File: src/design/sle_pkg.sv
`default_nettype none

package sle_pkg;

   localparam int CAPACITY_DEF = 16;

   typedef enum logic [2:0] {
      OP_INSERT    = 3'd0,
      OP_DEL_FIRST = 3'd1,
      OP_DEL_LAST  = 3'd2,
      OP_DEL_AFTER = 3'd3,
      OP_DEL_KEY   = 3'd4
   } op_type;

   typedef enum logic [2:0] {
      ST_DONE    = 3'd0,
      ST_EMPTY   = 3'd1,
      ST_FULL    = 3'd2,
      ST_NOKEY   = 3'd3,
      ST_NOAFTER = 3'd4
   } status_type;

   typedef enum logic [2:0] {
      S_IDLE,
      S_CHECK,
      S_SCAN,
      S_FINISH,
      S_RESPOND
   } ctrl_state_type;

   typedef struct packed {
      logic [2:0]         req_type;
      logic signed [31:0] value;
   } req_beat_type;

   typedef struct packed {
      logic [2:0]         status;
      logic signed [31:0] removed_value;
      logic [4:0]         entry_count;
      logic signed [31:0] smallest;
      logic signed [31:0] largest;
   } rsp_beat_type;

   typedef struct packed {
      logic load;
      logic scan;
      logic finish;
      logic out_load;
   } ctrl_cmd_type;

   typedef struct packed {
      logic need_scan;
      logic scan_done;
   } dp_stat_type;

endpackage

`default_nettype wire

File: src/design/sle_ram.sv
`default_nettype none

module sle_ram #(
   parameter int WIDTH = 32,
   parameter int DEPTH = 16,
   localparam int AddrW = (DEPTH > 1) ? $clog2(DEPTH) : 1
) (
   input  logic             clock,
   input  logic             wr_en,
   input  logic [AddrW-1:0] wr_addr,
   input  logic [WIDTH-1:0] wr_data,
   input  logic             rd_en,
   input  logic [AddrW-1:0] rd_addr,
   output logic [WIDTH-1:0] rd_data
);

   logic [WIDTH-1:0] mem_ff [DEPTH];
   logic [WIDTH-1:0] rd_data_ff;

   always_ff @(posedge clock) begin
      if (wr_en) begin
         mem_ff[wr_addr] <= wr_data;
      end
      if (rd_en) begin
         rd_data_ff <= mem_ff[rd_addr];
      end
   end

   assign rd_data = rd_data_ff;

endmodule

`default_nettype wire

File: src/design/sle_ctrl.sv
`default_nettype none

module sle_ctrl (
   input  logic                  clock,
   input  logic                  reset,
   input  logic                  req_valid,
   output logic                  req_ready,
   output logic                  rsp_valid,
   input  logic                  rsp_ready,
   output sle_pkg::ctrl_cmd_type cmd,
   input  sle_pkg::dp_stat_type  stat
);

   import sle_pkg::*;

   ctrl_state_type state_ff, state_in;
   logic           rsp_valid_ff, rsp_valid_in;

   always_comb begin
      state_in     = state_ff;
      cmd          = '0;
      req_ready    = 1'b0;
      rsp_valid_in = rsp_valid_ff;
      if (rsp_ready) begin
         rsp_valid_in = 1'b0;
      end
      case (state_ff)
         S_IDLE: begin
            req_ready = 1'b1;
            if (req_valid) begin
               cmd.load = 1'b1;
               state_in = S_CHECK;
            end
         end
         S_CHECK: begin
            state_in = stat.need_scan ? S_SCAN : S_FINISH;
         end
         S_SCAN: begin
            cmd.scan = 1'b1;
            if (stat.scan_done) begin
               state_in = S_FINISH;
            end
         end
         S_FINISH: begin
            cmd.finish = 1'b1;
            state_in   = S_RESPOND;
         end
         S_RESPOND: begin
            if (!rsp_valid_ff || rsp_ready) begin
               cmd.out_load = 1'b1;
               rsp_valid_in = 1'b1;
               state_in     = S_IDLE;
            end
         end
         default: begin
            state_in = S_IDLE;
         end
      endcase
   end

   always_ff @(posedge clock) begin
      if (reset) begin
         state_ff     <= S_IDLE;
         rsp_valid_ff <= 1'b0;
      end else begin
         state_ff     <= state_in;
         rsp_valid_ff <= rsp_valid_in;
      end
   end

   assign rsp_valid = rsp_valid_ff;

endmodule

`default_nettype wire

File: src/design/sle_datapath.sv
`default_nettype none

module sle_datapath #(
   parameter int CAPACITY = sle_pkg::CAPACITY_DEF
) (
   input  logic                  clock,
   input  logic                  reset,
   input  sle_pkg::ctrl_cmd_type cmd,
   output sle_pkg::dp_stat_type  stat,
   input  sle_pkg::req_beat_type req_data,
   output sle_pkg::rsp_beat_type rsp_data
);

   import sle_pkg::*;

   localparam int IdxW = (CAPACITY > 1) ? $clog2(CAPACITY) : 1;
   localparam int CntW = $clog2(CAPACITY + 1);
   localparam int ExtW = CntW + 5;
   localparam logic [CntW-1:0] CntFull = CntW'(CAPACITY);
   localparam logic [CntW-1:0] CntOne  = CntW'(1);

   logic [2:0]         op_ff, op_in;
   logic signed [31:0] key_ff, key_in;
   logic [CntW-1:0]    count_ff, count_in;
   logic signed [31:0] head_ff, head_in;
   logic signed [31:0] tail_ff, tail_in;
   logic [CntW-1:0]    rd_cnt_ff, rd_cnt_in;
   logic               pipe_vld_ff, pipe_vld_in;
   logic [CntW-1:0]    pipe_idx_ff, pipe_idx_in;
   logic               found_ff, found_in;
   logic               match_ff, match_in;
   logic               placed_ff, placed_in;
   logic               head_set_ff, head_set_in;
   logic signed [31:0] carry_ff, carry_in;
   logic signed [31:0] removed_ff, removed_in;
   logic signed [31:0] new_head_ff, new_head_in;
   logic signed [31:0] new_tail_ff, new_tail_in;
   rsp_beat_type       res_ff, res_in;
   rsp_beat_type       out_ff, out_in;

   logic               ram_wr_en;
   logic [IdxW-1:0]    ram_wr_addr;
   logic signed [31:0] ram_wr_data;
   logic               ram_rd_en;
   logic [IdxW-1:0]    ram_rd_addr;
   logic [31:0]        ram_rd_data;

   logic signed [31:0] datum;
   logic [CntW-1:0]    idx_prev;
   logic [CntW-1:0]    cnt_new;
   logic [ExtW-1:0]    cnt_ext;
   logic               last_beat;
   logic               target;
   logic               is_delete;

   sle_ram #(
      .WIDTH(32),
      .DEPTH(CAPACITY)
   ) u_store (
      .clock  (clock),
      .wr_en  (ram_wr_en),
      .wr_addr(ram_wr_addr),
      .wr_data(ram_wr_data),
      .rd_en  (ram_rd_en),
      .rd_addr(ram_rd_addr),
      .rd_data(ram_rd_data)
   );

   always_comb begin
      op_in       = op_ff;
      key_in      = key_ff;
      count_in    = count_ff;
      head_in     = head_ff;
      tail_in     = tail_ff;
      rd_cnt_in   = rd_cnt_ff;
      pipe_vld_in = 1'b0;
      pipe_idx_in = rd_cnt_ff;
      found_in    = found_ff;
      match_in    = match_ff;
      placed_in   = placed_ff;
      head_set_in = head_set_ff;
      carry_in    = carry_ff;
      removed_in  = removed_ff;
      new_head_in = new_head_ff;
      new_tail_in = new_tail_ff;
      res_in      = res_ff;
      out_in      = out_ff;
      ram_wr_en   = 1'b0;
      ram_wr_addr = '0;
      ram_wr_data = key_ff;
      ram_rd_en   = 1'b0;
      ram_rd_addr = rd_cnt_ff[IdxW-1:0];
      datum       = $signed(ram_rd_data);
      idx_prev    = pipe_idx_ff - CntOne;
      cnt_new     = count_ff;
      cnt_ext     = '0;
      last_beat   = (pipe_idx_ff + CntOne) == count_ff;
      target      = 1'b0;
      is_delete   = (op_ff == OP_DEL_FIRST) || (op_ff == OP_DEL_LAST) ||
                    (op_ff == OP_DEL_AFTER) || (op_ff == OP_DEL_KEY);

      if (cmd.load) begin
         op_in       = req_data.req_type;
         key_in      = req_data.value;
         rd_cnt_in   = '0;
         found_in    = 1'b0;
         match_in    = 1'b0;
         placed_in   = 1'b0;
         head_set_in = 1'b0;
      end

      if (cmd.scan && (rd_cnt_ff < count_ff)) begin
         ram_rd_en   = 1'b1;
         rd_cnt_in   = rd_cnt_ff + CntOne;
         pipe_vld_in = 1'b1;
      end

      // Inserts ripple a carried entry upward; deletes pull entries down over the gap.
      if (pipe_vld_ff) begin
         if (op_ff == OP_INSERT) begin
            if (placed_ff) begin
               ram_wr_en   = 1'b1;
               ram_wr_addr = pipe_idx_ff[IdxW-1:0];
               ram_wr_data = carry_ff;
               carry_in    = datum;
            end else if (datum >= key_ff) begin
               ram_wr_en   = 1'b1;
               ram_wr_addr = pipe_idx_ff[IdxW-1:0];
               ram_wr_data = key_ff;
               carry_in    = datum;
               placed_in   = 1'b1;
            end
         end else begin
            case (op_ff)
               OP_DEL_FIRST: target = !found_ff && (pipe_idx_ff == '0);
               OP_DEL_LAST:  target = last_beat;
               OP_DEL_AFTER: target = !found_ff && match_ff;
               OP_DEL_KEY:   target = !found_ff && (datum == key_ff);
               default:      target = 1'b0;
            endcase
            if ((op_ff == OP_DEL_AFTER) && !found_ff && !match_ff && (datum == key_ff)) begin
               match_in = 1'b1;
            end
            if (target) begin
               found_in   = 1'b1;
               removed_in = datum;
            end else begin
               if (found_ff) begin
                  ram_wr_en   = 1'b1;
                  ram_wr_addr = idx_prev[IdxW-1:0];
                  ram_wr_data = datum;
               end
               if (!head_set_ff) begin
                  new_head_in = datum;
                  head_set_in = 1'b1;
               end
               new_tail_in = datum;
            end
         end
      end

      if (cmd.finish) begin
         res_in.status        = ST_DONE;
         res_in.removed_value = '0;
         case (op_ff)
            OP_INSERT: begin
               if (count_ff == CntFull) begin
                  res_in.status = ST_FULL;
               end else begin
                  ram_wr_en   = 1'b1;
                  ram_wr_addr = count_ff[IdxW-1:0];
                  ram_wr_data = placed_ff ? carry_ff : key_ff;
                  cnt_new     = count_ff + CntOne;
                  if ((count_ff == '0) || (key_ff <= head_ff)) begin
                     head_in = key_ff;
                  end
                  if ((count_ff == '0) || (key_ff > tail_ff)) begin
                     tail_in = key_ff;
                  end
               end
            end
            OP_DEL_FIRST, OP_DEL_LAST, OP_DEL_AFTER, OP_DEL_KEY: begin
               if (count_ff == '0) begin
                  res_in.status = ST_EMPTY;
               end else if (found_ff) begin
                  cnt_new              = count_ff - CntOne;
                  res_in.removed_value = removed_ff;
                  head_in              = new_head_ff;
                  tail_in              = new_tail_ff;
               end else if ((op_ff == OP_DEL_AFTER) && match_ff) begin
                  res_in.status = ST_NOAFTER;
               end else begin
                  res_in.status = ST_NOKEY;
               end
            end
            default: begin
               res_in.status = ST_DONE;
            end
         endcase
         count_in           = cnt_new;
         cnt_ext            = ExtW'(cnt_new);
         res_in.entry_count = cnt_ext[4:0];
         res_in.smallest    = (cnt_new == '0) ? 32'sd0 : head_in;
         res_in.largest     = (cnt_new == '0) ? 32'sd0 : tail_in;
      end

      if (cmd.out_load) begin
         out_in = res_ff;
      end

      stat.need_scan = (count_ff != '0) &&
                       (((op_ff == OP_INSERT) && (count_ff != CntFull)) || is_delete);
      stat.scan_done = pipe_vld_ff && last_beat;
   end

   always_ff @(posedge clock) begin
      if (reset) begin
         count_ff    <= '0;
         rd_cnt_ff   <= '0;
         pipe_vld_ff <= 1'b0;
         found_ff    <= 1'b0;
         match_ff    <= 1'b0;
         placed_ff   <= 1'b0;
         head_set_ff <= 1'b0;
      end else begin
         count_ff    <= count_in;
         rd_cnt_ff   <= rd_cnt_in;
         pipe_vld_ff <= pipe_vld_in;
         found_ff    <= found_in;
         match_ff    <= match_in;
         placed_ff   <= placed_in;
         head_set_ff <= head_set_in;
      end
   end

   always_ff @(posedge clock) begin
      op_ff       <= op_in;
      key_ff      <= key_in;
      head_ff     <= head_in;
      tail_ff     <= tail_in;
      pipe_idx_ff <= pipe_idx_in;
      carry_ff    <= carry_in;
      removed_ff  <= removed_in;
      new_head_ff <= new_head_in;
      new_tail_ff <= new_tail_in;
      res_ff      <= res_in;
      out_ff      <= out_in;
   end

   assign rsp_data = out_ff;

endmodule

`default_nettype wire

File: src/design/sorted_list_engine_core.sv
`default_nettype none

// Channel   Direction  Handshake              Beat
// req       in         req_valid/req_ready    req_data (request type, value or key)
// rsp       out        rsp_valid/rsp_ready    rsp_data (status, removed, count, ends)
//
// A request that needs no walk of the store passes through the check, finish and respond states to its result.
// Any other request walks the held entries through the store's read port, one per cycle,
// and then finishes and responds in the same way.
// Synchronous reset empties the list; the store contents are not cleared.
// A result waits in the output register while the next request is accepted.

module sorted_list_engine_core #(
   parameter int CAPACITY = sle_pkg::CAPACITY_DEF
) (
   input  logic                  clock,
   input  logic                  reset,
   input  logic                  req_valid,
   output logic                  req_ready,
   input  sle_pkg::req_beat_type req_data,
   output logic                  rsp_valid,
   input  logic                  rsp_ready,
   output sle_pkg::rsp_beat_type rsp_data
);

   import sle_pkg::*;

   ctrl_cmd_type cmd;
   dp_stat_type  stat;

   sle_ctrl u_ctrl (
      .clock    (clock),
      .reset    (reset),
      .req_valid(req_valid),
      .req_ready(req_ready),
      .rsp_valid(rsp_valid),
      .rsp_ready(rsp_ready),
      .cmd      (cmd),
      .stat     (stat)
   );

   sle_datapath #(
      .CAPACITY(CAPACITY)
   ) u_datapath (
      .clock   (clock),
      .reset   (reset),
      .cmd     (cmd),
      .stat    (stat),
      .req_data(req_data),
      .rsp_data(rsp_data)
   );

   a_one_at_a_time: assert property (@(posedge clock) disable iff (reset)
      (req_valid && req_ready) |=> !req_ready)
      else $error("request accepted while another is in progress");

   a_no_overwrite: assert property (@(posedge clock) disable iff (reset)
      cmd.out_load |-> !(rsp_valid && !rsp_ready))
      else $error("pending result overwritten");

   a_empty_result: assert property (@(posedge clock) disable iff (reset)
      (rsp_valid && (rsp_data.status == ST_EMPTY)) |->
      ((rsp_data.entry_count == 5'd0) && (rsp_data.smallest == 32'sd0) &&
       (rsp_data.largest == 32'sd0)))
      else $error("empty status with nonempty result");

   a_ends_ordered: assert property (@(posedge clock) disable iff (reset)
      rsp_valid |-> (rsp_data.smallest <= rsp_data.largest))
      else $error("smallest entry above largest entry");

endmodule

`default_nettype wire

File: config.mk
export PLATFORM = sky130hd
export DESIGN_NAME = sorted_list_engine_core
export DESIGN_NICKNAME = d
export VERILOG_FILES = /design/src/design/sle_pkg.sv /design/src/design/sle_ram.sv /design/src/design/sle_ctrl.sv /design/src/design/sle_datapath.sv /design/src/design/sorted_list_engine_core.sv
export SDC_FILE = /design/constraint.sdc
export NUM_CORES = 1
export LEC_CHECK = 0
export BUFFER_PORTS_ARGS = -buffer_cell sky130_fd_sc_hd__buf_2
export CORE_MARGIN = 1
export CORE_UTILIZATION = 56
export DETAILED_ROUTE_END_ITERATION = 8
export PLACE_DENSITY = 0.76
export SYNTH_ARGS = -nofsm -noshare
export SYNTH_HDL_FRONTEND = slang
export SYNTH_SLANG_ARGS = --single-unit
File: constraint.sdc
create_clock -name clock -period 7.13 [get_ports clock]
set_clock_uncertainty 0.1 [all_clocks]
set_input_delay 1.426 -clock clock [delete_from_list [all_inputs] [get_ports clock]]
set_output_delay 1.426 -clock clock [all_outputs]
set_load 0.05 [all_outputs]
## After elaboration in Yosys (flattened, before gate mapping)

Memories as Yosys holds them, arrays and structs flattened. A register that Yosys moved wholly into a read port is not among the register bits.
Index checks and enable logic that the tools add are counted.

- Bits of input ports: 39
- Memories: 1
- Logic and storage cells: 183
- Register bits: 459
- Output and inout bits: 106
- Memory bits (writable): 512

Memory list:

| memory | depth | bits a word | read ports | clocked after memory_dff | wr ports | line | text |
|---|---|---|---|---|---|---|---|
| u_datapath.u_store.mem_ff | 16 | 32 | 1 | 1 | 1 | sle_ram.sv:17 | `logic [WIDTH-1:0] mem_ff [DEPTH];` |

- Muxes and demuxes: 89
- Bitwise gates (word level): 5
- $lt $le $gt $ge: 4
- Equality and inequality tests: 15
- Reductions and logical operators: 36
- $add $sub $neg: 5

Operators with widths:

| cell | number |
|---|---|
| $mux W32 | 18 |
| $pmux W32 S2 | 2 |
| $mux W1 | 43 |
| $mux W4 | 9 |
| $eq A32 B32 Y1 | 1 |
| $ge A32 B32 Y1 | 1 |
| $gt A32 B32 Y1 | 1 |
| $le A32 B32 Y1 | 1 |
| $mux W5 | 6 |
| $mux W3 | 6 |
| $add A5 B1 Y5 const B | 3 |
| $logic_not A5 Y1 | 3 |
| $pmux W3 S5 | 1 |
| $eq A3 B2 Y1 const B | 4 |
| $reduce_and A3 Y1 | 4 |
| $logic_and A1 B1 Y1 | 11 |
| $pmux W5 S2 | 1 |
| $logic_or A1 B1 Y1 | 7 |
| $eq A3 B1 Y1 const B | 2 |
| $eq A3 B3 Y1 const B | 2 |
| $logic_not A3 Y1 | 2 |
| $pmux W3 S2 | 1 |
| $eq A5 B5 Y1 | 1 |
| $eq A5 B5 Y1 const B | 1 |
| other kinds (15) | 23 |

## Longest topological paths before layout

Gate-level depths: netlist of run 1.

- Word-level depth: 13
- Gate-level depth with buffers: 12
- Gate-level depth less buffers: 10

## Modules after synthesis

From an unflattened synthesis of run 1, not the netlist that was laid out.

- Cell total of the unflattened synthesis: 2353
- Area, all modules: 40585.2 sq um

By module, submodules not included:

| module | cells an instance | instances | area an instance (sq um) | seq. area each (sq um) |
|---|---|---|---|---|
| sle_datapath | 1492 | 1 | 20181.9 | 13462.9 |
| sle_ram | 838 | 1 | 20174.3 | 16335.7 |
| sle_ctrl | 23 | 1 | 229.0 | 80.1 |

## Least setup slack after synthesis of run 1

No wires, ideal clock.

- Path type: register -> register
- From: register u_datapath.key_ff[31]
- To: memory u_datapath.u_store.mem_ff[11][0] (enable)
- Arrival: 6.262 ns
- Buffers on the path: 0
- Cell stages (with the launch flop): 10
- Library setup time: 0.503 ns
- Setup slack: 0.266 ns
- Period minus slack after synthesis: 6.864 ns
- Data required time: 6.527 ns
- Cells stage by stage: edfxtp_1 inv_1 ha_1 nand4_2 nor4_4 and4_1 nor4_2 nor3_4 a31oi_2 nor4_1

- Word-level cells in the longest chain between the ends: 13
- Elaborated cells between the ends (all ways): 24
- Classes of those cells: 1 x order compare; 1 x eq/ne; 21 x mux; 1 x reduce/logical

Ends and longest elaborated chain:

| item | line | text |
|---|---|---|
| start: declaration | sle_datapath.sv:23 | `logic signed [31:0] key_ff, key_in;` |
| start signal: assignment | sle_datapath.sv:238 | `key_ff <= key_in;` |
| parallel branches: the longest is 13 deep, another holds $ge A32 B32 Y1 | -- |  |
| end: declaration | sle_ram.sv:17 |  |

Parallel ways; which one is timed is not known. The select of a mux whose other input is x is not followed.

## Worst setup path in the final report of run 1

- From: register u_datapath.count_ff[0]
- To: memory u_datapath.u_store.mem_ff[8][28], data pin

- Word-level cells in the longest chain between the ends: 10
- Elaborated cells between the ends (all ways): 11
- Classes of those cells: 2 x eq/ne; 9 x mux

Ends and longest elaborated chain:

| item | line | text |
|---|---|---|
| start: declaration | sle_datapath.sv:24 | `logic [CntW-1:0] count_ff, count_in;` |
| start signal: assignment | sle_datapath.sv:226 | `count_ff <= count_in;` |
| $eq A5 B5 Y1 | sle_datapath.sv:97 | `last_beat = (pipe_idx_ff + CntOne) == count_ff;` |
| $pmux W1 S4 | sle_datapath.sv:134 | `case (op_ff)` |
| $mux W1 | sle_datapath.sv:120 | `if (op_ff == OP_INSERT) begin` |
| $mux W1 | sle_datapath.sv:119 | `if (pipe_vld_ff) begin` |
| $mux W32 | sle_datapath.sv:144 | `if (target) begin` |
| $mux W32 | sle_datapath.sv:120 |  |
| $mux W32 | sle_datapath.sv:119 |  |
| $mux W32 | sle_datapath.sv:167 | `if (count_ff == CntFull) begin` |
| $mux W32 | sle_datapath.sv:165 | `case (op_ff)` |
| $mux W32 (*) | sle_datapath.sv:162 | `if (cmd.finish) begin` |
| named net u_datapath.ram_wr_data[28] | sle_datapath.sv:43 | `logic signed [31:0] ram_wr_data;` |

The timed path passes the listed nets; every way through them passes the cells marked *. The select of a mux whose other input is x is not followed.

==> metrics.md, run 1 <==
| Metric | Value |
|---|---|
| Number of buffer cells added on primary ports | `between 100 and 150` |
| IO Pins | `145` |
| Number of synthesized register bits | `1003` |
| Core Box Area | `just over 70000 sq um` |
| Remaining Overflow, GRT | `0` |
| Type of the setup path with the least slack | `register to register` |
| Wirelength, routed | `103000 microns` |
| Count leader, synth | `edfxtp_1` |
| Area share of the leading cell type in the synthesized netlist | `between 70 and 80%` |
| Final critical path time including I/O delays and setup | `about 5.2 ns` |
| Number of antenna violations at the first check in global routing | `1` |
| Post-synthesis cell type with the largest combined area | `edfxtp_1` |
| Root cell of the clock tree | `clkbuf_16` |
| Placer's final routability congestion estimate | `~0.94` |
| Antenna cells | `0` |
| Place WS | `around 2.1 ns` |
| CP Capture Type | `register` |
| Arrival time of data at the critical path endpoint | `~5.4 ns` |
| Max FFs per register | `just over 500` |
| Wire length of the first global-routing pass | `between 150000 and 200000 microns` |
| Die ar. | `about 74000 sq um` |
| Critical Path Source | `u_datapath.count_ff[0]` |
| DRC Markers | `0` |
| Hold WC Path Type | `register to register` |
| Number of synthesized flops with an enable pin | `between 900 and 1000` |
| Number of buffers inserted to repair setup after CTS | `0` |
| Share of synthesized area occupied by flip-flops and latches | `72.8%` |
| Via density per instance | `6.66` |
| Maximum number of pins on one net before global-route repair | `77` |
| Worst setup slack after layout | `around 1.9 ns` |
| Initial cell density of the core | `roughly 57%` |
| Beginning of the worst register-to-register path | `u_datapath.count_ff[0]` |
| Via total after detailed routing | `~24000` |
| Horiz. Die Dim | `between 200 and 300 microns` |
| Average wire per cell in the routed design | `between 20 and 30 microns` |
| Share of post-route cells with drive strength above 1 | `a little over a fifth` |
| Worst R2R Setup Slack | `1.89 ns` |
| Initial drt markers | `~3300` |
| Number of hold violations in the final report | `0` |
| Latest clock arrival within the worst-skew pair | `0.69 ns` |
| Number of unique standard cell types used by synthesis | `70` |
| Mean instance size in the synthesized netlist | `roughly 17 sq um` |
| Hold Startpoint | `u_datapath.pipe_idx_in[4]` |
| Mapped Nets | `2520` |
| Commonest cells in the netlist | `edfxtp_1 (979), mux4_2 (160), nand3_1 (148), inv_1 (111), ha_1 (106)` |
| Run status | `finished clean` |
| Cells along the critical path | `inv_1, ha_1, nor3b_4, and2_1, nor3_2, nand2_2, nand2_2, o22ai_1, a21oi_1` |
| Buffer depth of the longest clock path | `3` |
| Cell occurring most often along the worst timing path | `nand2_2` |
| Critical-path maximum fanout | `33` |
| CP max stage cell | `nand2_2` |
| Area of placed instances | `approximately 43000 sq um` |
| Antenna violation net count after detailed routing | `0` |
| H-tree depth reported by CTS | `3` |
| Count of endpoints failing setup in the final report | `0` |
| Clock Sinks | `around 1000` |
| Crit path buf inv count | `1` |
| Post-route cell area | `46300 sq um` |
| GR Util All Layers | `~28%` |
| Setup total negative slack | `0 ns` |
| Yosys Warn Count | `0` |
| Relative area change from synthesis to final layout | `12.7%` |
| Estimated wirelength of the detail-placed design | `about 60000 microns` |
| Largest registers | `u_datapath.u_store.mem_ff (512), u_datapath.res_ff (104), u_datapath.rsp_data (104)` |
| Leading post-synthesis cells by cell area | `edfxtp_1 (72%), mux4_2 (8.8%), ha_1 (3.2%)` |
| Max cap viols | `0` |
| Number of buffers inserted during clock tree synthesis | `a little under 100` |
| Pwr/cell area | `315 nW/um^2` |
| CTS tree | `yes` |
| Final Util | `between 60% and 70%` |
| Count of pins over their slew limit | `0` |
| Slowest Stage Delay on Critical Path | `1.07 ns` |
| Cell family with most CP delay | `simple AND/OR/NAND/NOR gates` |
| Vias in the first global route | `around 24000` |
| Number of hold buffers added after cts | `0` |
| Asr flop ratio synth | `0%` |
| Post-Synthesis Cells | `roughly 2400` |
| Leakage | `approximately 15 nW` |
| Final #Nets | `approximately 2700` |
| Worst ir drop on vdd | `255 uV` |
| Row count | `98` |
| Total of cells resized after clock tree synthesis | `0` |
| Data required time at the worst endpoint | `~7.3 ns` |
| Least-Margin Pin Slew | `between 1 and 1.5 ns` |
| Startpoint type of the worst setup path | `register` |
| Most flops, register | `u_datapath.u_store.mem_ff` |
| Slew margin rel. | `roughly 18%` |
| Cell area after technology mapping | `approximately 41000 sq um` |
| Dominant synthesized flop cell | `edfxtp_1` |
| Register clock-pin slew on the reported worst setup and hold paths | `roughly 0.070 ns` |
| Fmax | `191 MHz` |
| Final cycle utilization of the critical path | `73.5%` |
| Die Height | `approximately 270 microns` |
| Unrepaired setup endpoints after global routing | `no` |
| Number of detailed-routing iterations run before antenna repair | `7` |
## path summary, 6_finish.rpt
path,to,cells past startpoint
setup / recovery,u_datapath.u_store.mem_ff[8][28],9
setup reg to reg,u_datapath.u_store.mem_ff[8][28],9
hold / removal,u_datapath.pipe_idx_ff[4],0
hold reg to reg,u_datapath.pipe_idx_ff[4],0
## stage by stage
stage / instances / total power [mW] / hold WS [ns]
3_3_place_gp: 3390 / 9.27 / 0.281
5_1_grt: 3575 / 15.0 / 0.295
6_report: 3575 / 14.6 / 0.280
3_5_place_dp: 3390 / 9.37 / 0.284
4_1_cts: 3575 / 14.6 / 0.288
2_1_floorplan: 2375 / 8.71 / 0.254
## power by group
group	switching [mW]	total (mW)	internal, mW
Sequential	0.284	7.34	7.06
Clock	2.24	5.26	3.01
Combinational	1.41	1.96	0.550
Total	3.93	14.6	10.6
## cell type report
cell class / count / area, sq um
clock buffer: 114 / 2550
clock inverter: 71 / 729
fill: 4755 / 25700
inverter: 112 / 425
multi-input combinational: 1130 / 10400
sequential: 1003 / 29900
tap: 950 / 1190
timing repair buffer: 195 / 1100
## kinds of logic after synthesis
logic type      synth area share (%)
simple gates                    5.50
fa+ha+maj                       3.23
flops                           72.8
buf+inv                         2.42
xor+xnor                       0.213
mux                             8.80
compound gates                  7.07
## placed cells by master, fill, tap and decap left out, types with 66 or more instances in the layout
| cell type | Yosys | layout |
|---|---|---|
| a21oi_1 | 84 | 84 |
| a22oi_1 | 66 | 66 |
| a31oi_1 | 71 | 69 |
| buf_2 | 12 | 144 |
| clkbuf_16 | 0 | 98 |
| edfxtp_1 | 979 | 979 |
| ha_1 | 106 | 106 |
| inv_1 | 111 | 110 |
| mux4_2 | 160 | 160 |
| nand3_1 | 148 | 148 |
| nor2_1 | 70 | 68 |
## layer usage
layer	track usage [%]	vias to the layer above	wire (microns)
met5	0	-	0
met4	10.5	0	3520
met3	5.79	255	10900
met2	46.1	1579	50900
met1	37.0	12000	38000
li1	-	9985	-
No activity file was read; power rests on OpenSTA's default activity.
==> run 2: changes to the inputs <==
- clock period: 7.13 -> 4.8 ns (I/O delays scaled with it)
==> run 2 against run 1 <==
Global-route usage fell by 0.67 points. Hold slack better by 0.026 ns. Critical path type unchanged. Combinational power is 68% higher. Clock-buffer cell count down 11. Fmax is 21% higher. Final area is 1.6% higher. Non-clock buffer count grew 40. Via count decreased by 0.20%. Routed wire length decreased by 2.0%. Clock power rose by 50%. Critical endpoint is now u_datapath.u_store.mem_ff[11][10]. Die area unchanged. Setup slack worse by 1.4 ns.
==> metrics.md, run 2 (same netlist as run 1, synthesis figures left out) <==
| Metric | Value |
|---|---|
| Die ar. | `~74000 sq um` |
| Area occupied by multi-input gates | `roughly 11000 sq um` |
| CP max stage cell | `a31oi_2` |
| Depth of the worst hold-timing path | `0` |
| Startpoint type of the worst setup path | `register` |
| IO Pins | `roughly 150` |
| Core Box Area | `72000 sq um` |
| Leakage | `between 15 and 20 nW` |
| Via density per instance | `6.58` |
| Beginning of the worst register-to-register path | `u_datapath.key_ff[26]` |
| Type of the setup path with the least slack | `register to register` |
| Fmax | `around 230 MHz` |
| DRC Markers | `0` |
| Number of buffers inserted during clock tree synthesis | `96` |
| Data required time at the worst endpoint | `around 5.0 ns` |
| Remaining Overflow, GRT | `0` |
| Number of antenna violations at the first check in global routing | `2` |
| Slew margin rel. | `7.29%` |
| Reg area | `approximately 30000 sq um` |
| Max FFs per register | `512` |
| Least-Margin Pin Slew | `between 1 and 1.5 ns` |
| Hold WC Path Type | `register to register` |
| Max cap viols | `0` |
| Internal power component | `approximately 16 mW` |
| Cells along the critical path | `inv_1, ha_1, nand3_2, nor4_4, nand2_1, a31oi_2, nor4_2, nor3_4, a31oi_2, nor4_4, buf_12` |
| RR Endpoint | `u_datapath.u_store.mem_ff[11][10]` |
| Pwr/cell area | `about 470 nW/um^2` |
| Hold Startpoint | `u_datapath.pipe_idx_in[4]` |
| Register clock-pin slew on the reported worst setup and hold paths | `0.06 ns` |
| Wire length of the first global-routing pass | `roughly 150000 microns` |
| Initial drt markers | `slightly above 3000` |
| Share of post-route cells with drive strength above 1 | `23.3%` |
| Hold Path Sink | `u_datapath.pipe_idx_ff[4]` |
| Unrepaired setup endpoints after global routing | `no` |
| Estimated wirelength of the detail-placed design | `between 60000 and 70000 microns` |
| Placed Instances | `between 3000 and 4000` |
| Number of buffers inserted to repair setup after CTS | `0` |
| Number of hold buffers added after cts | `0` |
| Average wire per cell in the routed design | `28.1 microns` |
| Root cell of the clock tree | `clkbuf_16` |
| Maximum number of pins on one net before global-route repair | `90` |
| Layout Cells excl Fill | `roughly 3600` |
| Buffer depth of the longest clock path | `3` |
| Wirelength, routed | `between 100000 and 150000 microns` |
| Row count | `~100` |
| Worst reg-to-reg path cell count | `11` |
| Overall power consumption | `between 20 and 25 mW` |
| Run status | `finished clean` |
| Count of endpoints failing setup in the final report | `0` |
| Area of placed instances | `between 40000 and 50000 sq um` |
| Switching power summed over all nets | `6.03 mW` |
| Fill cells | `around 4700` |
| H-tree depth reported by CTS | `3` |
| Number of buffer cells added on primary ports | `144` |
| Worst R2R Setup Slack | `between 0.4 and 0.5 ns` |
| Setup total negative slack | `0 ns` |
| Worst hold slack after final layout | `slightly above 0.3 ns` |
| Count of pins over their slew limit | `0` |
| GR Util All Layers | `about 27%` |
| Arrival time of data at the critical path endpoint | `around 4.6 ns` |
| Latest clock arrival within the worst-skew pair | `0.65 ns` |
| Power share of the combinational group | `15.0%` |
| Final #Nets | `between 2000 and 3000` |
| Placer's final routability congestion estimate | `about 0.96` |
| Antenna violation net count after detailed routing | `0` |
| Final cycle utilization of the critical path | `90.4%` |
| Most used cells in the layout excluding fill and tap cells | `edfxtp_1 (979), mux4_2 (160), nand3_1 (147)` |
| Most flops, register | `u_datapath.u_store.mem_ff` |
| Antenna cells | `0` |
| Clk pwr share | `roughly 36%` |
| CTS tree | `yes` |
| Die Height | `273 microns` |
| Via total after detailed routing | `between 20000 and 25000` |
| Vias in the first global route | `23100` |
| Total of cells resized after clock tree synthesis | `0` |
| Relative area change from synthesis to final layout | `14.4%` |
| Number of detailed-routing iterations run before antenna repair | `6` |
| Clock Sinks | `approximately 1000` |
| CP Capture Type | `register` |
| Initial cell density of the core | `a little under three fifths` |
| Worst ir drop on vdd | `between 300 and 400 uV` |
| Slowest Stage Delay on Critical Path | `roughly 0.52 ns` |
| Sequential share of power | `between 40% and 50%` |
| Largest registers | `u_datapath.u_store.mem_ff (512), u_datapath.res_ff (104), u_datapath.rsp_data (104)` |
| Most common cell after layout, fill and taps aside | `edfxtp_1` |
| Critical-path maximum fanout | `32` |
| Horiz. Die Dim | `~270 microns` |
| Fraction of power spent switching nets | `a little over a quarter` |
| Number of hold violations in the final report | `0` |
| Post-route cell area | `around 47000 sq um` |
| Final critical path time including I/O delays and setup | `4.34 ns` |
[run 2: worst max-delay path, delay by kind of cell (launching register included)]
family	cells	cell delay, ns
simple gates	6	1.83
compound gates	2	0.87
flops	1	0.48
buf+inv	2	0.37
fa+ha+maj	1	0.32
[run 2: power groups by stage]
stage | combinational [mW] | sequential, mW | clock [mW]
floorplan | 1.96 | 11.0 | 0
global placement | 3.11 | 10.9 | 0
detailed placement | 3.21 | 10.9 | 0
CTS | 3.24 | 10.8 | 7.95
global route | 3.52 | 10.8 | 8.26
finish | 3.30 | 10.8 | 7.87
[run 2: how the worst max path moves through the flow]
stage                                         from  cells past startpoint                           endpoint
detailed placement           u_datapath.key_ff[26]                     12   u_datapath.u_store.mem_ff[11][9]
CTS                 u_datapath.u_store.rd_data[24]                     10  u_datapath.u_store.mem_ff[11][30]
floorplan                     u_datapath.key_ff[5]                     10   u_datapath.u_store.mem_ff[15][0]
finish                       u_datapath.key_ff[26]                     11  u_datapath.u_store.mem_ff[11][10]
global placement     u_datapath.u_store.rd_data[9]                     11   u_datapath.u_store.mem_ff[0][15]
global route        u_datapath.u_store.rd_data[24]                     10  u_datapath.u_store.mem_ff[11][20]
[run 2: layer usage]
metal	GRT usage [%]	part of all wire [%]	up-vias
li1	-	-	10100
met3	4.45	9.8	173
met1	40.6	41	12100
met4	7.04	2.2	2
met2	42.6	47	1471
met5	0	0.013	-
[run 2: cell type report]
cell class                 count  share of cell area (%)
timing repair buffer         235                    3.52
sequential                  1003                    63.6
clock inverter                76                    1.77
tap                          950                    2.53
multi-input combinational   1130                    22.4
clock buffer                 103                    5.22
inverter                     112                   0.906
[run 2: metrics by stage]
step / setup WS (ns) / utilization (%)
floorplan: -0.812 / -
global placement: 0.641 / 60.7
detailed placement: 0.608 / 60.7
CTS: 0.557 / 65.2
global route: 0.403 / 65.3
finish: 0.460 / 65.3
